===== config.mk =====
export PLATFORM = sky130hd
export DESIGN_NAME = byte_ring_buffer_flat
export DESIGN_NICKNAME = d
export VERILOG_FILES = /design/src/rtl/core/brb_pkg.sv /design/src/rtl/core/brb_ifs.sv /design/src/rtl/core/brb_mem.sv /design/src/rtl/core/brb_wrap_add.sv /design/src/rtl/core/byte_ring_buffer.sv /design/src/flat_wrapper.sv
export SDC_FILE = /design/constraint.sdc
export NUM_CORES = 2
export LEC_CHECK = 0
export BUFFER_PORTS_ARGS = -buffer_cell sky130_fd_sc_hd__buf_2
export CAP_MARGIN = 20
export CORE_MARGIN = 2
export CORE_UTILIZATION = 33
export DETAILED_ROUTE_END_ITERATION = 7
export GPL_TIMING_DRIVEN = 0
export PLACE_DENSITY_LB_ADDON = 0.2
export REMOVE_ABC_BUFFERS = 1
export SLEW_MARGIN = 25
export SYNTH_ARGS = -nofsm -noshare
export SYNTH_HDL_FRONTEND = slang
export SYNTH_HIERARCHICAL = 1
export SYNTH_SLANG_ARGS = --single-unit

===== constraint.sdc =====
create_clock -name clk -period 6.15 [get_ports clk]
set_clock_uncertainty 0.1 [all_clocks]
set_input_delay 0 -clock clk [delete_from_list [all_inputs] [get_ports clk]]
set_output_delay 0 -clock clk [all_outputs]
set_load 0.01 [all_outputs]

===== src/rtl/core/brb_pkg.sv =====
// ----------------------------------------------------------------------------
// brb_pkg: shared types and constants for the byte ring buffer
// Item codes, result status codes, memory command and fixed limits.
// ----------------------------------------------------------------------------
`default_nettype none

package brb_pkg;

  // Largest chunk a write item may carry, and most bytes one read returns
  localparam int unsigned CHUNK_BYTES = 8;
  localparam int unsigned MAX_READ    = 64;

  // Width used for all fill / count comparisons (widest count field)
  localparam int unsigned CMP_W = 16;

  typedef enum logic [1:0] {
    MODE_WRITE   = 2'd0,
    MODE_READ    = 2'd1,
    MODE_DISCARD = 2'd2,
    MODE_EMPTY   = 2'd3
  } mode_t;

  typedef enum logic [1:0] {
    STAT_OK       = 2'd0,
    STAT_FULL     = 2'd1,
    STAT_BAD_LEN  = 2'd2,
    STAT_TOO_LONG = 2'd3
  } status_t;

  typedef struct packed {
    logic wr_en;
    logic rd_en;
  } mem_cmd_t;

endpackage

`default_nettype wire


===== src/rtl/core/brb_ifs.sv =====
// ----------------------------------------------------------------------------
// brb_ifs: valid/ready channel interfaces
// Input item, result item and configuration write channels.
// ----------------------------------------------------------------------------
`default_nettype none

interface brb_in_if;
  logic            valid;
  logic            ready;
  brb_pkg::mode_t  mode;
  logic [63:0]     chunk_bytes;
  logic [3:0]      chunk_count;
  logic [6:0]      read_request;
  logic [15:0]     discard_count;

  modport source (output valid, mode, chunk_bytes, chunk_count, read_request,
                  discard_count, input ready);
  modport sink   (input valid, mode, chunk_bytes, chunk_count, read_request,
                  discard_count, output ready);
endinterface

interface brb_out_if;
  logic              valid;
  logic              ready;
  brb_pkg::status_t  status;
  logic [7:0]        read_byte;
  logic [6:0]        granted_count;
  logic [7:0]        fill_level;
  logic              last;

  modport source (output valid, status, read_byte, granted_count, fill_level,
                  last, input ready);
  modport sink   (input valid, status, read_byte, granted_count, fill_level,
                  last, output ready);
endinterface

interface brb_cfg_if;
  logic valid;
  logic ready;
  logic data;

  modport source (output valid, data, input ready);
  modport sink   (input valid, data, output ready);
endinterface

`default_nettype wire


===== src/rtl/core/brb_mem.sv =====
// ----------------------------------------------------------------------------
// brb_mem: single-port byte store
// One write or one read per cycle; read data registered and held.
// ----------------------------------------------------------------------------
`default_nettype none

module brb_mem #(
  parameter int unsigned DEPTH = 255,
  parameter int unsigned AW    = 8
) (
  input  wire                    clk,
  input  brb_pkg::mem_cmd_t      cmd,
  input  wire [AW-1:0]           addr,
  input  wire [7:0]              wdata,
  output logic [7:0]             rdata
);

  logic [7:0] mem [DEPTH];
  logic [7:0] rdata_r;

  always_ff @(posedge clk) begin
    if (cmd.wr_en) begin
      mem[addr] <= wdata;
    end
    if (cmd.rd_en) begin
      rdata_r <= mem[addr];
    end
  end

  assign rdata = rdata_r;

endmodule

`default_nettype wire


===== src/rtl/core/brb_wrap_add.sv =====
// ----------------------------------------------------------------------------
// brb_wrap_add: shared ring index adder
// (a + b) mod CAPACITY for a + b below twice CAPACITY: add, compare, subtract.
// ----------------------------------------------------------------------------
`default_nettype none

module brb_wrap_add #(
  parameter int unsigned CAPACITY = 255,
  parameter int unsigned AW       = 8,
  parameter int unsigned FW       = 8
) (
  input  wire [AW-1:0]  a,
  input  wire [FW-1:0]  b,
  output logic [AW-1:0] sum
);

  localparam logic [FW:0] CAP_W = (FW+1)'(CAPACITY);

  logic [FW:0] raw;

  always_comb begin
    raw = (FW+1)'(a) + (FW+1)'(b);
    if (raw >= CAP_W) begin
      sum = AW'(raw - CAP_W);
    end else begin
      sum = AW'(raw);
    end
  end

endmodule

`default_nettype wire


===== src/rtl/core/byte_ring_buffer.sv =====
// ----------------------------------------------------------------------------
// byte_ring_buffer: circular byte FIFO with peek, consume and discard
// Sequence: a write finds the tail position, writes its n bytes, then results;
//   a read does a memory read, then a result, per returned byte; discard,
//   empty, refused, zero-length or empty-store items give one result; output stalls hold results.
// Throughput: one item at a time; the single-port byte memory and the
//   shared index adder are walked one byte per step.
// Reset: head, fill and consume_on_read clear; store contents undefined.
// ----------------------------------------------------------------------------
`default_nettype none

module byte_ring_buffer #(
  parameter int unsigned CAPACITY = 255
) (
  input  wire          clk,
  input  wire          rst_n,
  brb_in_if.sink       in_if,
  brb_out_if.source    out_if,
  brb_cfg_if.sink      cfg_if
);

  localparam int unsigned AW = $clog2(CAPACITY);      // ring index
  localparam int unsigned FW = $clog2(CAPACITY + 1);  // fill count
  localparam int unsigned CW = brb_pkg::CMP_W;

  typedef enum logic [6:0] {
    ST_IDLE    = 7'b0000001,
    ST_WR_POS  = 7'b0000010,  // compute tail position
    ST_WR_BYTE = 7'b0000100,  // write one chunk byte per cycle
    ST_RD_ADDR = 7'b0001000,  // issue memory read
    ST_RD_OUT  = 7'b0010000,  // present read byte
    ST_DISC    = 7'b0100000,  // advance head past dropped bytes
    ST_RESP    = 7'b1000000   // single result of an item that returns no bytes
  } state_t;

  state_t            state_r, state_nxt;
  logic [AW-1:0]     head_r, head_nxt;
  logic [FW-1:0]     fill_r, fill_nxt;
  logic [AW-1:0]     pos_r, pos_nxt;
  logic [6:0]        idx_r, idx_nxt;        // bytes done in this item
  logic [6:0]        granted_r, granted_nxt;
  logic [3:0]        cnt_r, cnt_nxt;        // chunk length
  logic [63:0]       chunk_r, chunk_nxt;    // shifts right a byte per write
  logic [15:0]       disc_r, disc_nxt;
  logic              drop_all_r, drop_all_nxt;
  brb_pkg::status_t  status_r, status_nxt;
  logic              consume_r;

  // result register
  logic              out_valid_r;
  brb_pkg::status_t  out_status_r, out_status_nxt;
  logic [7:0]        out_byte_r, out_byte_nxt;
  logic [6:0]        out_granted_r, out_granted_nxt;
  logic [7:0]        out_fill_r, out_fill_nxt;
  logic              out_last_r, out_last_nxt;
  logic              out_load;
  logic              out_free;

  // shared adder and memory
  logic [AW-1:0]     wa;
  logic [FW-1:0]     wb;
  logic [AW-1:0]     wsum;
  brb_pkg::mem_cmd_t mem_cmd;
  logic [7:0]        mem_rdata;

  // item decode helpers
  logic              in_fire;
  logic [CW-1:0]     fill_w;
  logic [CW-1:0]     space_w;
  logic [6:0]        req_sat;
  logic [6:0]        grant;

  brb_wrap_add #(
    .CAPACITY (CAPACITY),
    .AW       (AW),
    .FW       (FW)
  ) u_wrap (
    .a   (wa),
    .b   (wb),
    .sum (wsum)
  );

  brb_mem #(
    .DEPTH (CAPACITY),
    .AW    (AW)
  ) u_mem (
    .clk   (clk),
    .cmd   (mem_cmd),
    .addr  (pos_r),
    .wdata (chunk_r[7:0]),
    .rdata (mem_rdata)
  );

  assign in_if.ready  = (state_r == ST_IDLE);
  assign in_fire      = in_if.valid && (state_r == ST_IDLE);
  assign out_free     = !out_valid_r || out_if.ready;
  assign cfg_if.ready = 1'b1;

  // Fill and free space at comparison width; the grant of a read is compared at it
  assign fill_w  = CW'(fill_r);
  assign space_w = CW'(CAPACITY) - fill_w;
  assign req_sat = (in_if.read_request > 7'(brb_pkg::MAX_READ)) ?
                   7'(brb_pkg::MAX_READ) : in_if.read_request;
  assign grant   = (CW'(req_sat) < fill_w) ? req_sat : 7'(fill_r);

  always_comb begin
    state_nxt       = state_r;
    head_nxt        = head_r;
    fill_nxt        = fill_r;
    pos_nxt         = pos_r;
    idx_nxt         = idx_r;
    granted_nxt     = granted_r;
    cnt_nxt         = cnt_r;
    chunk_nxt       = chunk_r;
    disc_nxt        = disc_r;
    drop_all_nxt    = drop_all_r;
    status_nxt      = status_r;
    out_load        = 1'b0;
    out_status_nxt  = out_status_r;
    out_byte_nxt    = out_byte_r;
    out_granted_nxt = out_granted_r;
    out_fill_nxt    = out_fill_r;
    out_last_nxt    = out_last_r;
    mem_cmd         = '0;
    wa              = pos_r;
    wb              = FW'(1);

    case (state_r)
      ST_IDLE: begin
        if (in_fire) begin
          case (in_if.mode)
            brb_pkg::MODE_WRITE: begin
              chunk_nxt = in_if.chunk_bytes;
              cnt_nxt   = in_if.chunk_count;
              idx_nxt   = '0;
              // refusal checks in priority order
              if (fill_w == CW'(CAPACITY)) begin
                status_nxt = brb_pkg::STAT_FULL;
                state_nxt  = ST_RESP;
              end else if (in_if.chunk_count == 4'd0) begin
                status_nxt = brb_pkg::STAT_BAD_LEN;
                state_nxt  = ST_RESP;
              end else if ((in_if.chunk_count > 4'(brb_pkg::CHUNK_BYTES)) ||
                           (CW'(in_if.chunk_count) > space_w)) begin
                status_nxt = brb_pkg::STAT_TOO_LONG;
                state_nxt  = ST_RESP;
              end else begin
                status_nxt = brb_pkg::STAT_OK;
                state_nxt  = ST_WR_POS;
              end
            end
            brb_pkg::MODE_READ: begin
              status_nxt = brb_pkg::STAT_OK;
              if (in_if.read_request == 7'd0) begin
                status_nxt = brb_pkg::STAT_BAD_LEN;
                state_nxt  = ST_RESP;
              end else if (grant == 7'd0) begin
                state_nxt = ST_RESP;   // empty store: one bare result
              end else begin
                pos_nxt     = head_r;
                idx_nxt     = '0;
                granted_nxt = grant;
                // fill after consume is reported on every byte of the read
                drop_all_nxt = consume_r && (fill_w == CW'(grant));
                if (consume_r) begin
                  fill_nxt = fill_r - FW'(grant);
                end
                state_nxt = ST_RD_ADDR;
              end
            end
            brb_pkg::MODE_DISCARD: begin
              disc_nxt   = in_if.discard_count;
              status_nxt = brb_pkg::STAT_OK;
              state_nxt  = ST_DISC;
            end
            brb_pkg::MODE_EMPTY: begin
              head_nxt   = '0;
              fill_nxt   = '0;
              status_nxt = brb_pkg::STAT_OK;
              state_nxt  = ST_RESP;
            end
            default: begin
              state_nxt = ST_IDLE;
            end
          endcase
        end
      end

      ST_WR_POS: begin
        wa        = head_r;
        wb        = fill_r;
        pos_nxt   = wsum;
        state_nxt = ST_WR_BYTE;
      end

      ST_WR_BYTE: begin
        mem_cmd.wr_en = 1'b1;
        pos_nxt       = wsum;
        chunk_nxt     = {8'd0, chunk_r[63:8]};
        idx_nxt       = idx_r + 7'd1;
        if (idx_r + 7'd1 == 7'(cnt_r)) begin
          fill_nxt  = fill_r + FW'(cnt_r);
          state_nxt = ST_RESP;
        end
      end

      ST_RD_ADDR: begin
        mem_cmd.rd_en = 1'b1;
        pos_nxt       = wsum;
        idx_nxt       = idx_r + 7'd1;
        state_nxt     = ST_RD_OUT;
      end

      ST_RD_OUT: begin
        if (out_free) begin
          out_load        = 1'b1;
          out_status_nxt  = brb_pkg::STAT_OK;
          out_byte_nxt    = mem_rdata;
          out_granted_nxt = granted_r;
          out_fill_nxt    = 8'(fill_r);
          out_last_nxt    = (idx_r == granted_r);
          if (idx_r == granted_r) begin
            // pos has walked to head + granted, the new head on consume
            if (consume_r) begin
              head_nxt = drop_all_r ? '0 : pos_r;
            end
            state_nxt = ST_IDLE;
          end else begin
            state_nxt = ST_RD_ADDR;
          end
        end
      end

      ST_DISC: begin
        wa = head_r;
        wb = FW'(disc_r);
        if (disc_r == 16'd0) begin
          head_nxt = head_r;
        end else if (CW'(disc_r) < fill_w) begin
          head_nxt = wsum;
          fill_nxt = fill_r - FW'(disc_r);
        end else begin
          head_nxt = '0;
          fill_nxt = '0;
        end
        state_nxt = ST_RESP;
      end

      ST_RESP: begin
        if (out_free) begin
          out_load        = 1'b1;
          out_status_nxt  = status_r;
          out_byte_nxt    = 8'd0;
          out_granted_nxt = 7'd0;
          out_fill_nxt    = 8'(fill_r);
          out_last_nxt    = 1'b1;
          state_nxt       = ST_IDLE;
        end
      end

      default: begin
        state_nxt = ST_IDLE;
      end
    endcase
  end

  always_ff @(posedge clk) begin
    if (!rst_n) begin
      state_r     <= ST_IDLE;
      head_r      <= '0;
      fill_r      <= '0;
      consume_r   <= 1'b0;
      out_valid_r <= 1'b0;
    end else begin
      state_r <= state_nxt;
      head_r  <= head_nxt;
      fill_r  <= fill_nxt;
      if (cfg_if.valid) begin
        consume_r <= cfg_if.data;
      end
      if (out_load) begin
        out_valid_r <= 1'b1;
      end else if (out_if.ready) begin
        out_valid_r <= 1'b0;
      end
    end
  end

  // payload and sequencing registers, no reset needed
  always_ff @(posedge clk) begin
    pos_r         <= pos_nxt;
    idx_r         <= idx_nxt;
    granted_r     <= granted_nxt;
    cnt_r         <= cnt_nxt;
    chunk_r       <= chunk_nxt;
    disc_r        <= disc_nxt;
    drop_all_r    <= drop_all_nxt;
    status_r      <= status_nxt;
    out_status_r  <= out_status_nxt;
    out_byte_r    <= out_byte_nxt;
    out_granted_r <= out_granted_nxt;
    out_fill_r    <= out_fill_nxt;
    out_last_r    <= out_last_nxt;
  end

  assign out_if.valid         = out_valid_r;
  assign out_if.status        = out_status_r;
  assign out_if.read_byte     = out_byte_r;
  assign out_if.granted_count = out_granted_r;
  assign out_if.fill_level    = out_fill_r;
  assign out_if.last          = out_last_r;

endmodule

`default_nettype wire

===== src/flat_wrapper.sv =====
// flat-port wrapper written by rule: the top's interface ports become plain ports
module byte_ring_buffer_flat 
#(
  parameter int unsigned CAPACITY = 255
)
  (clk, rst_n, in_if_valid, in_if_mode, in_if_chunk_bytes, in_if_chunk_count, in_if_read_request, in_if_discard_count, in_if_ready, out_if_valid, out_if_status, out_if_read_byte, out_if_granted_count, out_if_fill_level, out_if_last, out_if_ready, cfg_if_valid, cfg_if_data, cfg_if_ready);
  brb_in_if in_if_i ();
  brb_out_if out_if_i ();
  brb_cfg_if cfg_if_i ();
  input  wire clk;
  input  wire rst_n;
  input wire logic [$bits(in_if_i.valid)-1:0] in_if_valid;
  input wire logic [$bits(in_if_i.mode)-1:0] in_if_mode;
  input wire logic [$bits(in_if_i.chunk_bytes)-1:0] in_if_chunk_bytes;
  input wire logic [$bits(in_if_i.chunk_count)-1:0] in_if_chunk_count;
  input wire logic [$bits(in_if_i.read_request)-1:0] in_if_read_request;
  input wire logic [$bits(in_if_i.discard_count)-1:0] in_if_discard_count;
  output wire logic [$bits(in_if_i.ready)-1:0] in_if_ready;
  output wire logic [$bits(out_if_i.valid)-1:0] out_if_valid;
  output wire logic [$bits(out_if_i.status)-1:0] out_if_status;
  output wire logic [$bits(out_if_i.read_byte)-1:0] out_if_read_byte;
  output wire logic [$bits(out_if_i.granted_count)-1:0] out_if_granted_count;
  output wire logic [$bits(out_if_i.fill_level)-1:0] out_if_fill_level;
  output wire logic [$bits(out_if_i.last)-1:0] out_if_last;
  input wire logic [$bits(out_if_i.ready)-1:0] out_if_ready;
  input wire logic [$bits(cfg_if_i.valid)-1:0] cfg_if_valid;
  input wire logic [$bits(cfg_if_i.data)-1:0] cfg_if_data;
  output wire logic [$bits(cfg_if_i.ready)-1:0] cfg_if_ready;
  assign in_if_i.valid = in_if_valid;
  assign in_if_i.mode = in_if_mode;
  assign in_if_i.chunk_bytes = in_if_chunk_bytes;
  assign in_if_i.chunk_count = in_if_chunk_count;
  assign in_if_i.read_request = in_if_read_request;
  assign in_if_i.discard_count = in_if_discard_count;
  assign in_if_ready = in_if_i.ready;
  assign out_if_valid = out_if_i.valid;
  assign out_if_status = out_if_i.status;
  assign out_if_read_byte = out_if_i.read_byte;
  assign out_if_granted_count = out_if_i.granted_count;
  assign out_if_fill_level = out_if_i.fill_level;
  assign out_if_last = out_if_i.last;
  assign out_if_i.ready = out_if_ready;
  assign cfg_if_i.valid = cfg_if_valid;
  assign cfg_if_i.data = cfg_if_data;
  assign cfg_if_ready = cfg_if_i.ready;
  byte_ring_buffer #(.CAPACITY(CAPACITY)) u_core (.clk(clk), .rst_n(rst_n), .in_if(in_if_i), .out_if(out_if_i), .cfg_if(cfg_if_i));
endmodule

==> summary.txt <==
STA
  – Worst-Margin Slew: 1.09 ns
  – # setup viols final: 0
  – Post-route setup TNS: 0 ns
  – Max Clk Rate: 174 MHz
  – Setup ws final: 0.399 ns
  – Fin crit period: 5.75 ns
  – Fin crit share: 93.5%
  – Max-slew violation count: 0
  – Rel. slew slack: 27.0%
  – Final hold viol count: 0
  – Unrepaired setup endpoints after global routing: false

Clock network
  – Clock Tree Root: clkbuf_16
  – Setup bufs post-CTS: 0
  – Worst-skew pair later-pin latency: 0.86 ns
  – Clock Path Buffers: 3
  – CTS HTree Levels: 4
  – CTS Buf Count: 226
  – Clk sinks: 2208
  – Worst-path clk slew: 0.07 ns
  – # resized after CTS: 0
  – CTS tree: done

Critical path
  – CP top delay family: buffers and inverters
  – R2r setup slk: 0.40 ns
  – R2R Path Start: u_core/pos_r[0]
  – Worst-path cell chain: buf_8 > buf_8 > buf_8 > buf_6 > buf_8 > buf_8 > buf_16 > buf_16 > buf_8 > buf_8 > buf_8 > buf_8 > mux4_2 > a22oi_1 > a21oi_1 > or4_1 > a22oi_1 > o211ai_1
  – Max incr delay on CP: 0.77 ns
  – Type of the worst setup path: reg -> reg
  – CP Capture Type: flip-flop
  – Critical Path AT: 6.23 ns
  – Cell mode on critical path: buf_8
  – Slowest CP cell: a22oi_1
  – Worst Setup SP: u_core/pos_r[0]
  – Critical Path Start Type: flip-flop
  – Worst Path Required: 6.63 ns
  – CP max FO: 10
  – Buffers plus inverters on the worst setup path: 12

Synth
  – Synth cell count leaders: 2183 x edfxtp_1, 480 x mux4_2, 289 x nor2_1
  – Prevailing post-synth register cell: edfxtp_1
  – Yosys Warn Count: 6
  – Synthesized cell area: 87900 µm²
  – Mean Syn Cell Area: 19.4 µm²
  – Most common cell in the netlist: edfxtp_1
  – Post-synth EDFFs: 2183
  – Post-synthesis sequential area ratio: 75.2%
  – Count of cell types in the netlist: 93
  – Synth area leaders: edfxtp_1 75%, mux4_2 12%, a22oi_1 1.7%
  – Largest area contributor in the netlist: edfxtp_1
  – Async set or reset register ratio after synthesis: 0%
  – Mapped Cells: 4534
  – Post-synth top area share: 74.6%
  – Post-synthesis register bit count: 2208

Cells and area
  – Synth-to-Final Area Change: 20.9%
  – Nets@finish: 5256
  – Fin util: 40.1%
  – # fillers: 23600
  – Sequential cell area: 66100 µm²
  – Share of cells above drive strength 1: 25.2%
  – Area of the multi-input gates: 20800 µm²

GRT
  – GRT busiest layer: met2
  – Global Route met2 Usage: 28.6%
  – GRT overflow: 0
  – First-pass GRT wire length: 341000 µm
  – Vias in the first global route: 47400
  – Initial antenna violation count: 13
  – Tot GR Track Use: 17.3%
  – Met1 usage: 23.8%
  – Largest net degree at the start of global routing: 61
  – Grt met3 use: 2.51%

Place
  – Number of port buffers: 126
  – DP HPWL: 158000 µm
  – Final GP Congestion: 0.776
  – Place WS: 0.511 ns

Power and ir drop
  – Design Power: 35200 µW
  – Worst VDD drop: 300 µV
  – Leak pwr: 0.0338 µW
  – Pwr/cell area: 332 nW/µm²

Outcome
  – Run status: complete, but fails checks
  – Failing checks: DRC

Floorplanning
  – Rows: 189
  – Full die area: 270000 µm²
  – Num ports: 128
  – Die H: 520 µm
  – Die Wd: 520 µm
  – Starting Density: 33.2%
  – Core ar.: 265000 µm²

Job
  – Maxcap violations: 0

Routing
  – Post-DR vias/cell: 5.22
  – Post-DRT Antenna Nets: 0
  – DRT Pass-1 Iters: 8
  – DR iter-0 viols: 4419
  – Final wirelength: 237000 µm
  – Residual DRC: 28
  – WL/cell: 26.8 µm
  – Detailed-route via count: 46100

Hold path
  – Hold Path Class: in -> reg
  – HP Start: in_if_read_request[6]
==> sequential cells by signal (all words and copies together), names as in the netlist <==
signal / count
u_core/head_r: 8
u_core/status_r: 2
u_core/u_mem/mem: 2040
u_core/fill_r: 8
u_core/u_mem/rdata: 8
u_core/granted_r: 7
u_core/out_if.fill_level: 8
u_core/chunk_r: 64
u_core/state_r: 7
u_core/cnt_r: 4
u_core/idx_r: 7
u_core/out_if.status: 2
u_core/out_if.granted_count: 7
u_core/out_if.last: 1
u_core/out_if.valid: 1
u_core/out_if.read_byte: 8
u_core/consume_r: 1
u_core/pos_r: 8
u_core/disc_r: 16
u_core/drop_all_r: 1
==> layout by cell type (no fill, tap or decap), types with 24 or more instances in the layout <==
master	count
a21oi_1	124
a221oi_1	28
a22oi_1	194
and2_1	29
buf_16	48
buf_2	126
buf_8	207
clkbuf_1	44
clkbuf_16	228
clkinv_1	65
clkinv_2	45
dfxtp_1	24
dlygate4sd3_1	200
edfxtp_1	2183
ha_1	44
inv_1	47
mux2i_1	73
mux4_2	480
nand2_1	223
nand3_1	28
nor2_1	281
nor3_2	40
o21ai_0	33
o22ai_1	29
==> tightest hold or removal path: cells and delay by family <==
family	cells	cell delay, ns
AO/OA/AOI/OAI	1	0.20
buffers and inverters	3	0.78
==> power breakdown <==
part           leakage [µW]  internal, µW  switching, µW
registers            0.0198         16700            175
clock network       0.00351          7520           5860
logic                0.0104          2170           2820
==> metal layers <==
metal / vias up / part of all wire (%)
met1: 24700 / 43
met5: - / 0.012
met3: 330 / 5.2
li1: 19800 / -
met2: 1267 / 49
met4: 2 / 2.4
==> final timing paths <==
check                               end  cells past startpoint
hold reg to reg      u_core/chunk_r[47]                      2
hold / removal      u_core/granted_r[6]                      4
setup reg to reg  u_core/u_mem/rdata[2]                     18
setup / recovery  u_core/u_mem/rdata[2]                     18
==> cell type report <==
cell class / instances / area share, %
antenna: 4 / 0.00942
clock inverter: 150 / 1.27
tap: 3533 / 4.16
timing repair buffer: 620 / 7.12
sequential: 2208 / 62.2
multi-input combinational: 2006 / 19.6
clock buffer: 272 / 5.53
inverter: 48 / 0.170
==> cell families (layout without fill, tap and decap cells) <==
logic type	Yosys count	in the layout	synth area share [%]
buffers and inverters	320	1090	1.75
other	1	5	0.00427
multiplexers	576	576	13.4
AO/OA/AOI/OAI	564	564	4.53
XOR/XNOR	33	33	0.345
flip-flops	2208	2208	75.2
AND/OR/NAND/NOR	785	785	4.09
adder cells (fa/ha/maj)	47	47	0.695
==> per-stage QoR <==
| step | instance area (µm²) | instances | hold slack [ns] |
|---|---|---|---|
| after floorplan | 86500 | 4262 | -0.0214 |
| after global placement | 91600 | 7921 | 0.0798 |
| after detailed placement | 97000 | 8215 | 0.0781 |
| after CTS | 106000 | 8837 | 0.0359 |
| after global routing | 106000 | 8838 | 0.104 |
| final | 106000 | 8841 | 0.134 |
==> repair_timing <==
action,in CTS,in global routing
endpoints found under the hold margin,174,0
endpoints found under the setup margin,0,0
hold buffers,200,0
Power figures use the tool's default switching activity.
